File: src/design/hashed_key_value_store_unit_defines.svh
// assertion macros for the hashed key-value store unit
// no dependencies; taken in by the top level
`ifndef HASHED_KEY_VALUE_STORE_UNIT_DEFINES_SVH
`define HASHED_KEY_VALUE_STORE_UNIT_DEFINES_SVH

// same-cycle implication under reset
`define HKVS_ASSERT_IMP(label, clk_s, rst_s, ante, cons) \
    label: assert property (@(posedge clk_s) disable iff (!rst_s) (ante) |-> (cons)) \
        else $error("hkvs check failed");

// next-cycle implication under reset
`define HKVS_ASSERT_NXT(label, clk_s, rst_s, ante, cons) \
    label: assert property (@(posedge clk_s) disable iff (!rst_s) (ante) |=> (cons)) \
        else $error("hkvs check failed");

`endif

File: src/design/hkvs_pkg.sv
// shared types, constants and helpers for the hashed key-value store
// no dependencies
`default_nettype none

package hkvs_pkg;

    localparam int DEF_BUCKETS     = 256;
    localparam int DEF_ENTRIES     = 64;
    localparam int DEF_KEY_BYTES   = 8;
    localparam int DEF_VALUE_BYTES = 8;

    localparam int DATA_W      = 64;
    localparam int COUNT_OUT_W = 7;
    localparam logic [DATA_W-1:0] HASH_SEED = 64'd5381;
    localparam int HASH_SHIFT  = 5;
    localparam int HASH_STEPS  = 8;
    localparam int MOD_BITS    = 4;
    localparam int MOD_STEPS   = DATA_W / MOD_BITS;
    localparam int STEP_W      = 4;

    typedef enum logic [1:0] {
        REQ_SET = 2'd0,
        REQ_GET = 2'd1,
        REQ_DEL = 2'd2,
        REQ_REN = 2'd3
    } req_t;

    typedef enum logic [1:0] {
        ST_OK       = 2'd0,
        ST_FULL     = 2'd1,
        ST_NOTFOUND = 2'd2,
        ST_EXISTS   = 2'd3
    } status_t;

    typedef struct packed {
        logic    capture;
        logic    clr_step;
        logic    hash_init;
        logic    hash_step;
        logic    mod_init;
        logic    mod_step;
        logic    head_ld;
        logic    sel_scan;
        logic    walk_adv;
        logic    save1;
        logic    scan_init;
        logic    scan_adv;
        logic    do_insert;
        logic    ins_rename;
        logic    do_update;
        logic    do_unlink;
        logic    res_load;
        status_t res_status;
        logic    res_found;
        logic    res_value;
        logic    out_load;
    } cmd_t;

    typedef struct packed {
        req_t op;
        logic walk_ok;
        logic match;
        logic count_full;
        logic scan_free;
        logic scan_last;
        logic clr_last;
    } stat_t;

    // keep the low nbytes bytes up to the first zero byte
    function automatic logic [DATA_W-1:0] canon(input logic [DATA_W-1:0] x, input int nbytes);
        logic [DATA_W-1:0] r;
        logic              keep;
        r    = '0;
        keep = 1'b1;
        for (int i = 0; i < 8; i++)
        begin
            if (keep && (i < nbytes) && (x[8*i +: 8] != 8'd0))
            begin
                r[8*i +: 8] = x[8*i +: 8];
            end
            else
            begin
                keep = 1'b0;
            end
        end
        return r;
    endfunction

endpackage

`default_nettype wire

File: src/design/hkvs_ctrl.sv
// request sequencer for the hashed key-value store
// depends on hkvs_pkg
`default_nettype none

module hkvs_ctrl (
    input  wire logic          clk,
    input  wire logic          rst_n,
    input  wire logic          in_valid,
    output logic               in_stall,
    output logic               out_valid,
    input  wire logic          out_stall,
    output hkvs_pkg::cmd_t     cmd,
    input  wire hkvs_pkg::stat_t st
);
    import hkvs_pkg::*;

    typedef enum logic [14:0] {
        S_CLEAR     = 15'h0001,
        S_IDLE      = 15'h0002,
        S_HASH      = 15'h0004,
        S_MOD       = 15'h0008,
        S_HEAD_RD   = 15'h0010,
        S_HEAD_LD   = 15'h0020,
        S_WALK_TEST = 15'h0040,
        S_WALK_RD   = 15'h0080,
        S_WALK_CMP  = 15'h0100,
        S_DECIDE    = 15'h0200,
        S_UNLINK    = 15'h0400,
        S_SCAN_RD   = 15'h0800,
        S_SCAN_CHK  = 15'h1000,
        S_INSERT    = 15'h2000,
        S_DONE      = 15'h4000
    } state_t;

    state_t              state_reg, state_next;
    logic [STEP_W-1:0]   cnt_reg, cnt_next;
    logic                pass2_reg, pass2_next;
    logic                hit_reg, hit_next;
    logic                out_valid_reg, out_valid_next;

    always_comb
    begin
        cmd        = '0;
        state_next = state_reg;
        cnt_next   = cnt_reg;
        pass2_next = pass2_reg;
        hit_next   = hit_reg;
        case (state_reg)
            S_CLEAR:
            begin
                cmd.clr_step = 1'b1;
                if (st.clr_last)
                begin
                    state_next = S_IDLE;
                end
            end
            S_IDLE:
            begin
                if (in_valid)
                begin
                    cmd.capture = 1'b1;
                    cnt_next    = '0;
                    pass2_next  = 1'b0;
                    state_next  = S_HASH;
                end
            end
            S_HASH:
            begin
                cmd.hash_step = 1'b1;
                cnt_next      = cnt_reg + 1'b1;
                if (cnt_reg == STEP_W'(HASH_STEPS - 1))
                begin
                    cmd.mod_init = 1'b1;
                    cnt_next     = '0;
                    state_next   = S_MOD;
                end
            end
            S_MOD:
            begin
                cmd.mod_step = 1'b1;
                cnt_next     = cnt_reg + 1'b1;
                if (cnt_reg == STEP_W'(MOD_STEPS - 1))
                begin
                    state_next = S_HEAD_RD;
                end
            end
            S_HEAD_RD:
            begin
                state_next = S_HEAD_LD;
            end
            S_HEAD_LD:
            begin
                cmd.head_ld = 1'b1;
                hit_next    = 1'b0;
                state_next  = S_WALK_TEST;
            end
            S_WALK_TEST:
            begin
                state_next = st.walk_ok ? S_WALK_RD : S_DECIDE;
            end
            S_WALK_RD:
            begin
                state_next = S_WALK_CMP;
            end
            S_WALK_CMP:
            begin
                if (st.match)
                begin
                    hit_next   = 1'b1;
                    cmd.save1  = !pass2_reg;
                    state_next = S_DECIDE;
                end
                else
                begin
                    cmd.walk_adv = 1'b1;
                    state_next   = S_WALK_TEST;
                end
            end
            S_DECIDE:
            begin
                state_next = S_DONE;
                if (pass2_reg)
                begin
                    if (hit_reg)
                    begin
                        cmd.res_load   = 1'b1;
                        cmd.res_status = ST_EXISTS;
                        cmd.res_found  = 1'b1;
                    end
                    else
                    begin
                        state_next = S_UNLINK;
                    end
                end
                else
                begin
                    case (st.op)
                        REQ_SET:
                        begin
                            if (hit_reg)
                            begin
                                cmd.do_update  = 1'b1;
                                cmd.res_load   = 1'b1;
                                cmd.res_status = ST_OK;
                                cmd.res_found  = 1'b1;
                            end
                            else if (st.count_full)
                            begin
                                cmd.res_load   = 1'b1;
                                cmd.res_status = ST_FULL;
                            end
                            else
                            begin
                                cmd.scan_init = 1'b1;
                                state_next    = S_SCAN_RD;
                            end
                        end
                        REQ_GET:
                        begin
                            cmd.res_load   = 1'b1;
                            cmd.res_status = hit_reg ? ST_OK : ST_NOTFOUND;
                            cmd.res_found  = hit_reg;
                            cmd.res_value  = hit_reg;
                        end
                        REQ_DEL:
                        begin
                            if (hit_reg)
                            begin
                                state_next = S_UNLINK;
                            end
                            else
                            begin
                                cmd.res_load   = 1'b1;
                                cmd.res_status = ST_NOTFOUND;
                            end
                        end
                        REQ_REN:
                        begin
                            if (hit_reg)
                            begin
                                cmd.hash_init = 1'b1;
                                pass2_next    = 1'b1;
                                cnt_next      = '0;
                                state_next    = S_HASH;
                            end
                            else
                            begin
                                cmd.res_load   = 1'b1;
                                cmd.res_status = ST_NOTFOUND;
                            end
                        end
                        default:
                        begin
                            cmd.res_load   = 1'b1;
                            cmd.res_status = ST_NOTFOUND;
                        end
                    endcase
                end
            end
            S_UNLINK:
            begin
                cmd.do_unlink = 1'b1;
                if (pass2_reg)
                begin
                    cmd.scan_init = 1'b1;
                    state_next    = S_SCAN_RD;
                end
                else
                begin
                    cmd.res_load   = 1'b1;
                    cmd.res_status = ST_OK;
                    cmd.res_found  = 1'b1;
                    state_next     = S_DONE;
                end
            end
            S_SCAN_RD:
            begin
                cmd.sel_scan = 1'b1;
                state_next   = S_SCAN_CHK;
            end
            S_SCAN_CHK:
            begin
                cmd.sel_scan = 1'b1;
                if (st.scan_free)
                begin
                    state_next = S_INSERT;
                end
                else if (st.scan_last)
                begin
                    cmd.res_load   = 1'b1;
                    cmd.res_status = ST_FULL;
                    cmd.res_found  = pass2_reg;
                    state_next     = S_DONE;
                end
                else
                begin
                    cmd.scan_adv = 1'b1;
                    state_next   = S_SCAN_RD;
                end
            end
            S_INSERT:
            begin
                cmd.sel_scan   = 1'b1;
                cmd.do_insert  = 1'b1;
                cmd.ins_rename = pass2_reg;
                cmd.res_load   = 1'b1;
                cmd.res_status = ST_OK;
                cmd.res_found  = pass2_reg;
                state_next     = S_DONE;
            end
            S_DONE:
            begin
                if (!out_valid_reg || !out_stall)
                begin
                    cmd.out_load = 1'b1;
                    state_next   = S_IDLE;
                end
            end
            default:
            begin
                state_next = S_IDLE;
            end
        endcase
    end

    assign out_valid_next = cmd.out_load | (out_valid_reg & out_stall);

    always_ff @(posedge clk or negedge rst_n)
    begin
        if (!rst_n)
        begin
            state_reg     <= S_CLEAR;
            cnt_reg       <= '0;
            pass2_reg     <= 1'b0;
            hit_reg       <= 1'b0;
            out_valid_reg <= 1'b0;
        end
        else
        begin
            state_reg     <= state_next;
            cnt_reg       <= cnt_next;
            pass2_reg     <= pass2_next;
            hit_reg       <= hit_next;
            out_valid_reg <= out_valid_next;
        end
    end

    assign in_stall  = (state_reg != S_IDLE);
    assign out_valid = out_valid_reg;

endmodule

`default_nettype wire

File: config.mk
export PLATFORM = sky130hd
export DESIGN_NAME = hkvs_ctrl
export DESIGN_NICKNAME = d
export VERILOG_FILES = /design/src/design/hashed_key_value_store_unit_defines.svh /design/src/design/hkvs_pkg.sv /design/src/design/hkvs_ctrl.sv
export SDC_FILE = /design/constraint.sdc
export NUM_CORES = 1
export LEC_CHECK = 0
export BUFFER_PORTS_ARGS = -buffer_cell sky130_fd_sc_hd__buf_2
export CORE_MARGIN = 1.5
export CORE_UTILIZATION = 40
export DETAILED_ROUTE_END_ITERATION = 7
export GPL_TIMING_DRIVEN = 0
export MAX_ROUTING_LAYER = met4
export PLACE_DENSITY = 0.68
export SETUP_SLACK_MARGIN = 0.1
export SLEW_MARGIN = 10
export SYNTH_ARGS = -nofsm -noshare
export SYNTH_HDL_FRONTEND = slang
export SYNTH_SLANG_ARGS = --single-unit
File: constraint.sdc
create_clock -name clk -period 2 [get_ports clk]
set_input_delay 0.1 -clock clk [delete_from_list [all_inputs] [get_ports clk]]
set_output_delay 0.1 -clock clk [all_outputs]
set_load 0.02 [all_outputs]
Word level (Yosys, flattened, before mapping)

Cells that the tools add are included.

Bits of input ports: 12
Output and inout bits: 24
Logic and storage cells: 127
Flip-flop bits (word level): 22

Bitwise gates (word level): 2
Add/sub/neg operators: 1
Mux-type cells: 75
Reduce and logical (&&, ||, !) cells: 14
Eq/ne operators: 30

Operator list:

| operator                                                                 | count |
|---|---|
| 15-bit one-hot mux with 15 select lines                                  | 1 |
| 15-bit two-way mux                                                       | 14 |
| 15-bit one-hot mux with 3 select lines                                   | 1 |
| 4-bit two-way mux                                                        | 10 |
| 1-bit two-way mux                                                        | 33 |
| 4-bit one-hot mux with 4 select lines                                    | 2 |
| 10-bit two-way mux                                                       | 2 |
| 2-bit != test (second input constant)                                    | 8 |
| 15-bit by 1-bit equality test with 1-bit output (second input constant)  | 1 |
| 15-bit by 10-bit equality test with 1-bit output (second input constant) | 1 |
| 15-bit by 11-bit equality test with 1-bit output (second input constant) | 1 |
| 15-bit by 12-bit equality test with 1-bit output (second input constant) | 1 |
| 15-bit by 13-bit equality test with 1-bit output (second input constant) | 1 |
| 15-bit by 14-bit equality test with 1-bit output (second input constant) | 1 |
| 15-bit equality test (second input constant)                             | 1 |
| 15-bit by 2-bit equality test with 1-bit output (second input constant)  | 1 |
| 15-bit by 3-bit equality test with 1-bit output (second input constant)  | 1 |
| 15-bit by 4-bit equality test with 1-bit output (second input constant)  | 1 |
| 15-bit by 5-bit equality test with 1-bit output (second input constant)  | 1 |
| 15-bit by 6-bit equality test with 1-bit output (second input constant)  | 1 |
| 15-bit by 7-bit equality test with 1-bit output (second input constant)  | 1 |
| 15-bit by 8-bit equality test with 1-bit output (second input constant)  | 1 |
| 15-bit by 9-bit equality test with 1-bit output (second input constant)  | 1 |
| 15-bit by 2-bit != test with 1-bit output (second input constant)        | 1 |
| other kinds (21)                                                         | 35 |

Depth between registers and ports, before layout

Depth in word-level cells: 5
Depth in mapped cells: 8
Depth with buffers taken out: 7

Worst setup path before layout

No wires, ideal clock.

Kind: reg-to-output
From: register state_reg[1]
To: output cmd[5] (netlist bit)
Setup slack: -520 ps
Buffers on the path: 0
Data arrival time: 2420 ps
Stages on the path, launching flop included: 6
Data required time: 1900 ps
Path through: dfrtp_1 > nor4_2 > nand3_1 > nor3_1 > inv_1 > o21ai_0

RTL lines:

| what                   | RTL line         | text |
|---|---|---|
| start, declared        | hkvs_ctrl.sv:35  | `state_t state_reg, state_next;` |
| start signal, assigned | hkvs_ctrl.sv:280 | `state_reg <= state_next;` |
| end, declared          | hkvs_ctrl.sv:12  | `output hkvs_pkg::cmd_t cmd,` |

Worst setup path after layout

From: register state_reg[8]
To: register cnt_reg[0]

Word-level cells in the longest chain between the ends: 3
Elaborated cells between the ends (all ways): 11
Those cells by class: eq/ne (8); mux (1); reduce/logical (2)

RTL lines:

| what                                                                              | RTL line         | text |
|---|---|---|
| 15-bit by 10-bit equality test with 1-bit output (tied with other cells)          | hkvs_ctrl.sv:48  | `case (state_reg)` |
| 2-bit by 1-bit != test with 1-bit output (no source line) (tied with other cells) | -                |  |
| 5-bit AND reduction (no source line)                                              | -                |  |
| end signal, assigned                                                              | hkvs_ctrl.sv:281 | `cnt_reg <= cnt_next;` |
| end, declared                                                                     | hkvs_ctrl.sv:36  | `logic [STEP_W-1:0] cnt_reg, cnt_next;` |

Several ways; a longest one is shown, not always the timed one.
A chain may end at the register's enable or synchronous reset.

==> flow_metrics.tcl <==
set metrics [dict create \
    die_y_um 65 \
    drv_slew 0 \
    leakage_uw 0.00116 \
    p_int_uw 1100 \
    clock_latency_ns 0.26 \
    syn_area_mm2 0.00154 \
    critPathKind "flip-flop to flip-flop" \
    dp_cells 263 \
    cts.root.buffer_cell "clkbuf_8" \
    pwr-share-seq 0.316 \
    post-dp-hpwl_um 2910 \
    rrSetupSlack_ns -0.31 \
    fmaxAchievable_mhz 433 \
    num_rows 22 \
    cts_made_buffers 3 \
    n_antenna_cell 0 \
    synth_cell_types 53 \
    status "finished, violations left" \
    start_util 0.417 \
    antenna_found_initial 0 \
    r2r.worst_path.cells 7 \
    grt_pass1_wl_um 7670 \
    cp_data_arrival_time_ns 2.47 \
    layout_commonest_cell "buf_4" \
    largest_register_ff_count 15 \
    async_flop_share 1.00 \
    drc 0 \
    ir_drop_uv 534 \
    via_count 1710 \
    grt_usage 0.241 \
    min_path_type "input port to flip-flop" \
    grt_overflow_total 0 \
    grt_pass1_vias 1636 \
    yosysWarningCount 0 \
    clockBufferDepth 2 \
    die_x_um 65 \
    synth.avg_cell_area_um2 8.50 \
    start_kind "flip-flop" \
    hold_depth 2 \
    cts.reportedPaths.clkPinSlew_ns 0.08 \
    slew-limit-headroom 0.651 \
    grt_setup_unrepaired "yes" \
    worstReg2RegStart "state_reg[8]" \
    ys.flop_type "dfrtp_1" \
    cp.required_ns 2.16 \
    drt_iter0_drc 100 \
    grt_max_degree 23 \
    first_pass_iters 4 \
    layout_common_cells "34 x buf_4, 20 x buf_6, 19 x buf_2, 14 x nor2_1" \
    io_pins 36 \
    violations "negative setup slack" \
    cts_tree "built" \
    worstReg2RegEnd "cnt_reg[0]" \
    setup.worst_path.end_class "flip-flop" \
    postRouteAntennaNets 0 \
    synth_nets 194 \
    period_share 1.15 \
    holdWs_ns 0.0307 \
    hold_viol 0 \
    place_congestion 0.868 \
    endpoint "cnt_reg[0]" \
    maxCapViolCount 0 \
    drt-wirelength-per-cell_um 16.4 \
    core_mm2 0.00369 \
    ctsHtreeMaxLevel 1 \
    num-fill-cells 291 \
    period_needed_ns 2.31 \
    cts_sinks 22 \
    power_density_mw_per_mm2 705 \
    finalSetupViolCount 30 \
    synth-seq-cells 22 \
    switching_share 0.386 \
    comb_power_share 0.499 \
    syn_inst 181 \
    finClkSkew_ns 0.00132 \
    p_switching_uw 689 \
    die_area_mm2 0.00423 \
    cp_max_fo 5 \
    synth_edf_count 0 \
    seq_area_frac_synth 0.359 \
    area_growth_pct 64.7 \
    viasPerCell 5.64 \
    layoutNonFillerInstCount 303 \
    final_layout_size_suffix_gt1_frac 0.537 \
    routed_wl_um 4970 \
    fin_nets 269 \
    max_slew.worst_pin.slew_ns 0.523 \
    numPortBuffers 34 \
    finalWorstSetupSlack_ns -0.309 \
    clock_power_share 0.185 \
    crit_path_start "state_reg[8]" \
]
==> synthesized netlist by cell type, drive strengths merged (2+ instances only) <==
library cell	count	area share
nor4b	5	0.033
nand4	3	0.016
nand2	16	0.039
clkbuf	6	0.015
buf	2	0.011
nor3b	3	0.015
a211oi	2	0.0098
a22o	2	0.011
xor2	2	0.011
o32ai	2	0.011
inv	7	0.017
nand3	3	0.0098
nand2b	11	0.045
nor2	17	0.041
or4	4	0.020
or2	3	0.012
o22ai	3	0.012
dfrtp	21	0.34
and3b	2	0.011
nor4	7	0.037
nor3	14	0.049
and3	4	0.016
o211ai	3	0.021
o21ai	8	0.026
and2	2	0.0081
a21o	2	0.0098
a21oi	5	0.016
or3	3	0.012
nand3b	2	0.0098
==> timing repair <==
action,4_1_cts,5_1_grt
hold endpoints to repair,22,0
pin swaps,21,17
resized for setup,55,27
buffers inserted,26,13
endpoints found under the setup margin,35,36
hold buffers,2,0
==> stage by stage <==
| step | power, uW | setup TNS (ns) | instance area, um^2 | setup slack, ns | utilization |
|---|---|---|---|---|---|
| floorplan | 1050 | -0.305 | 1630 | -0.0891 | - |
| finish | 1790 | -4.87 | 2530 | -0.309 | 0.687 |
| global route | 1880 | -7.46 | 2530 | -0.382 | 0.687 |
| global placement | 1190 | -2.29 | 1860 | -0.384 | 0.505 |
| CTS | 1710 | -3.95 | 2340 | -0.292 | 0.634 |
| detailed placement | 1200 | -2.70 | 1860 | -0.424 | 0.505 |
==> power groups by stage <==
stage	Combinational (uW)	Sequential (uW)	Clock (uW)
4_1_cts	818	561	333
3_5_place_dp	630	570	0
3_3_place_gp	622	571	0
6_report	891	563	330
5_1_grt	960	573	349
2_1_floorplan	488	558	0
==> critical path, cell delays in order, from the launching register on <==
cell	delay [ns]
dfrtp_1	0.38
buf_6	0.13
or4_4	0.47
buf_6	0.15
a2111o_1	0.42
o211ai_2	0.20
o211ai_2	0.16
mux2_4	0.29
==> final cells by class <==
type	instances	area [um^2]	share of cell area
repair buffers	73	573	0.226
plain buffers	5	33.8	0.0133
multi-input cells	144	1220	0.482
flip-flops and latches	22	563	0.222
inverters	7	26.3	0.0104
clock buffers	4	55.1	0.0217
well taps	48	60.1	0.0237
==> kinds of logic (layout without fill, tap and decap cells) <==
kind of cell	Yosys count	count (layout)	share of synthesized area
buffers and inverters	15	89	0.0423
adders and majority gates	1	1	0.00814
muxes	1	1	0.00976
and+or+nand+nor	103	103	0.395
AOI/OAI and AO/OA	36	36	0.168
DFF	22	22	0.359
xor gates and xnor gates	3	3	0.0171
==> how the worst min path moves through the flow <==
stage / end / start
after floorplan: cnt_reg[0] / rst_n
after global placement: state_reg[7] / rst_n
after detailed placement: state_reg[7] / rst_n
after CTS: state_reg[9] / st[5]
after global routing: state_reg[9] / st[5]
final: state_reg[9] / st[5]
==> per-layer routing <==
layer / vias up / routed length, um / GRT usage
met4: 0 / 91 / 0.0612
met1: 841 / 2220 / 0.308
li1: 821 / - / -
met2: 39 / 2510 / 0.399
met3: 9 / 142 / 0.0365
met5: - / 0 / -
No activity file was read; power rests on OpenSTA's default activity.
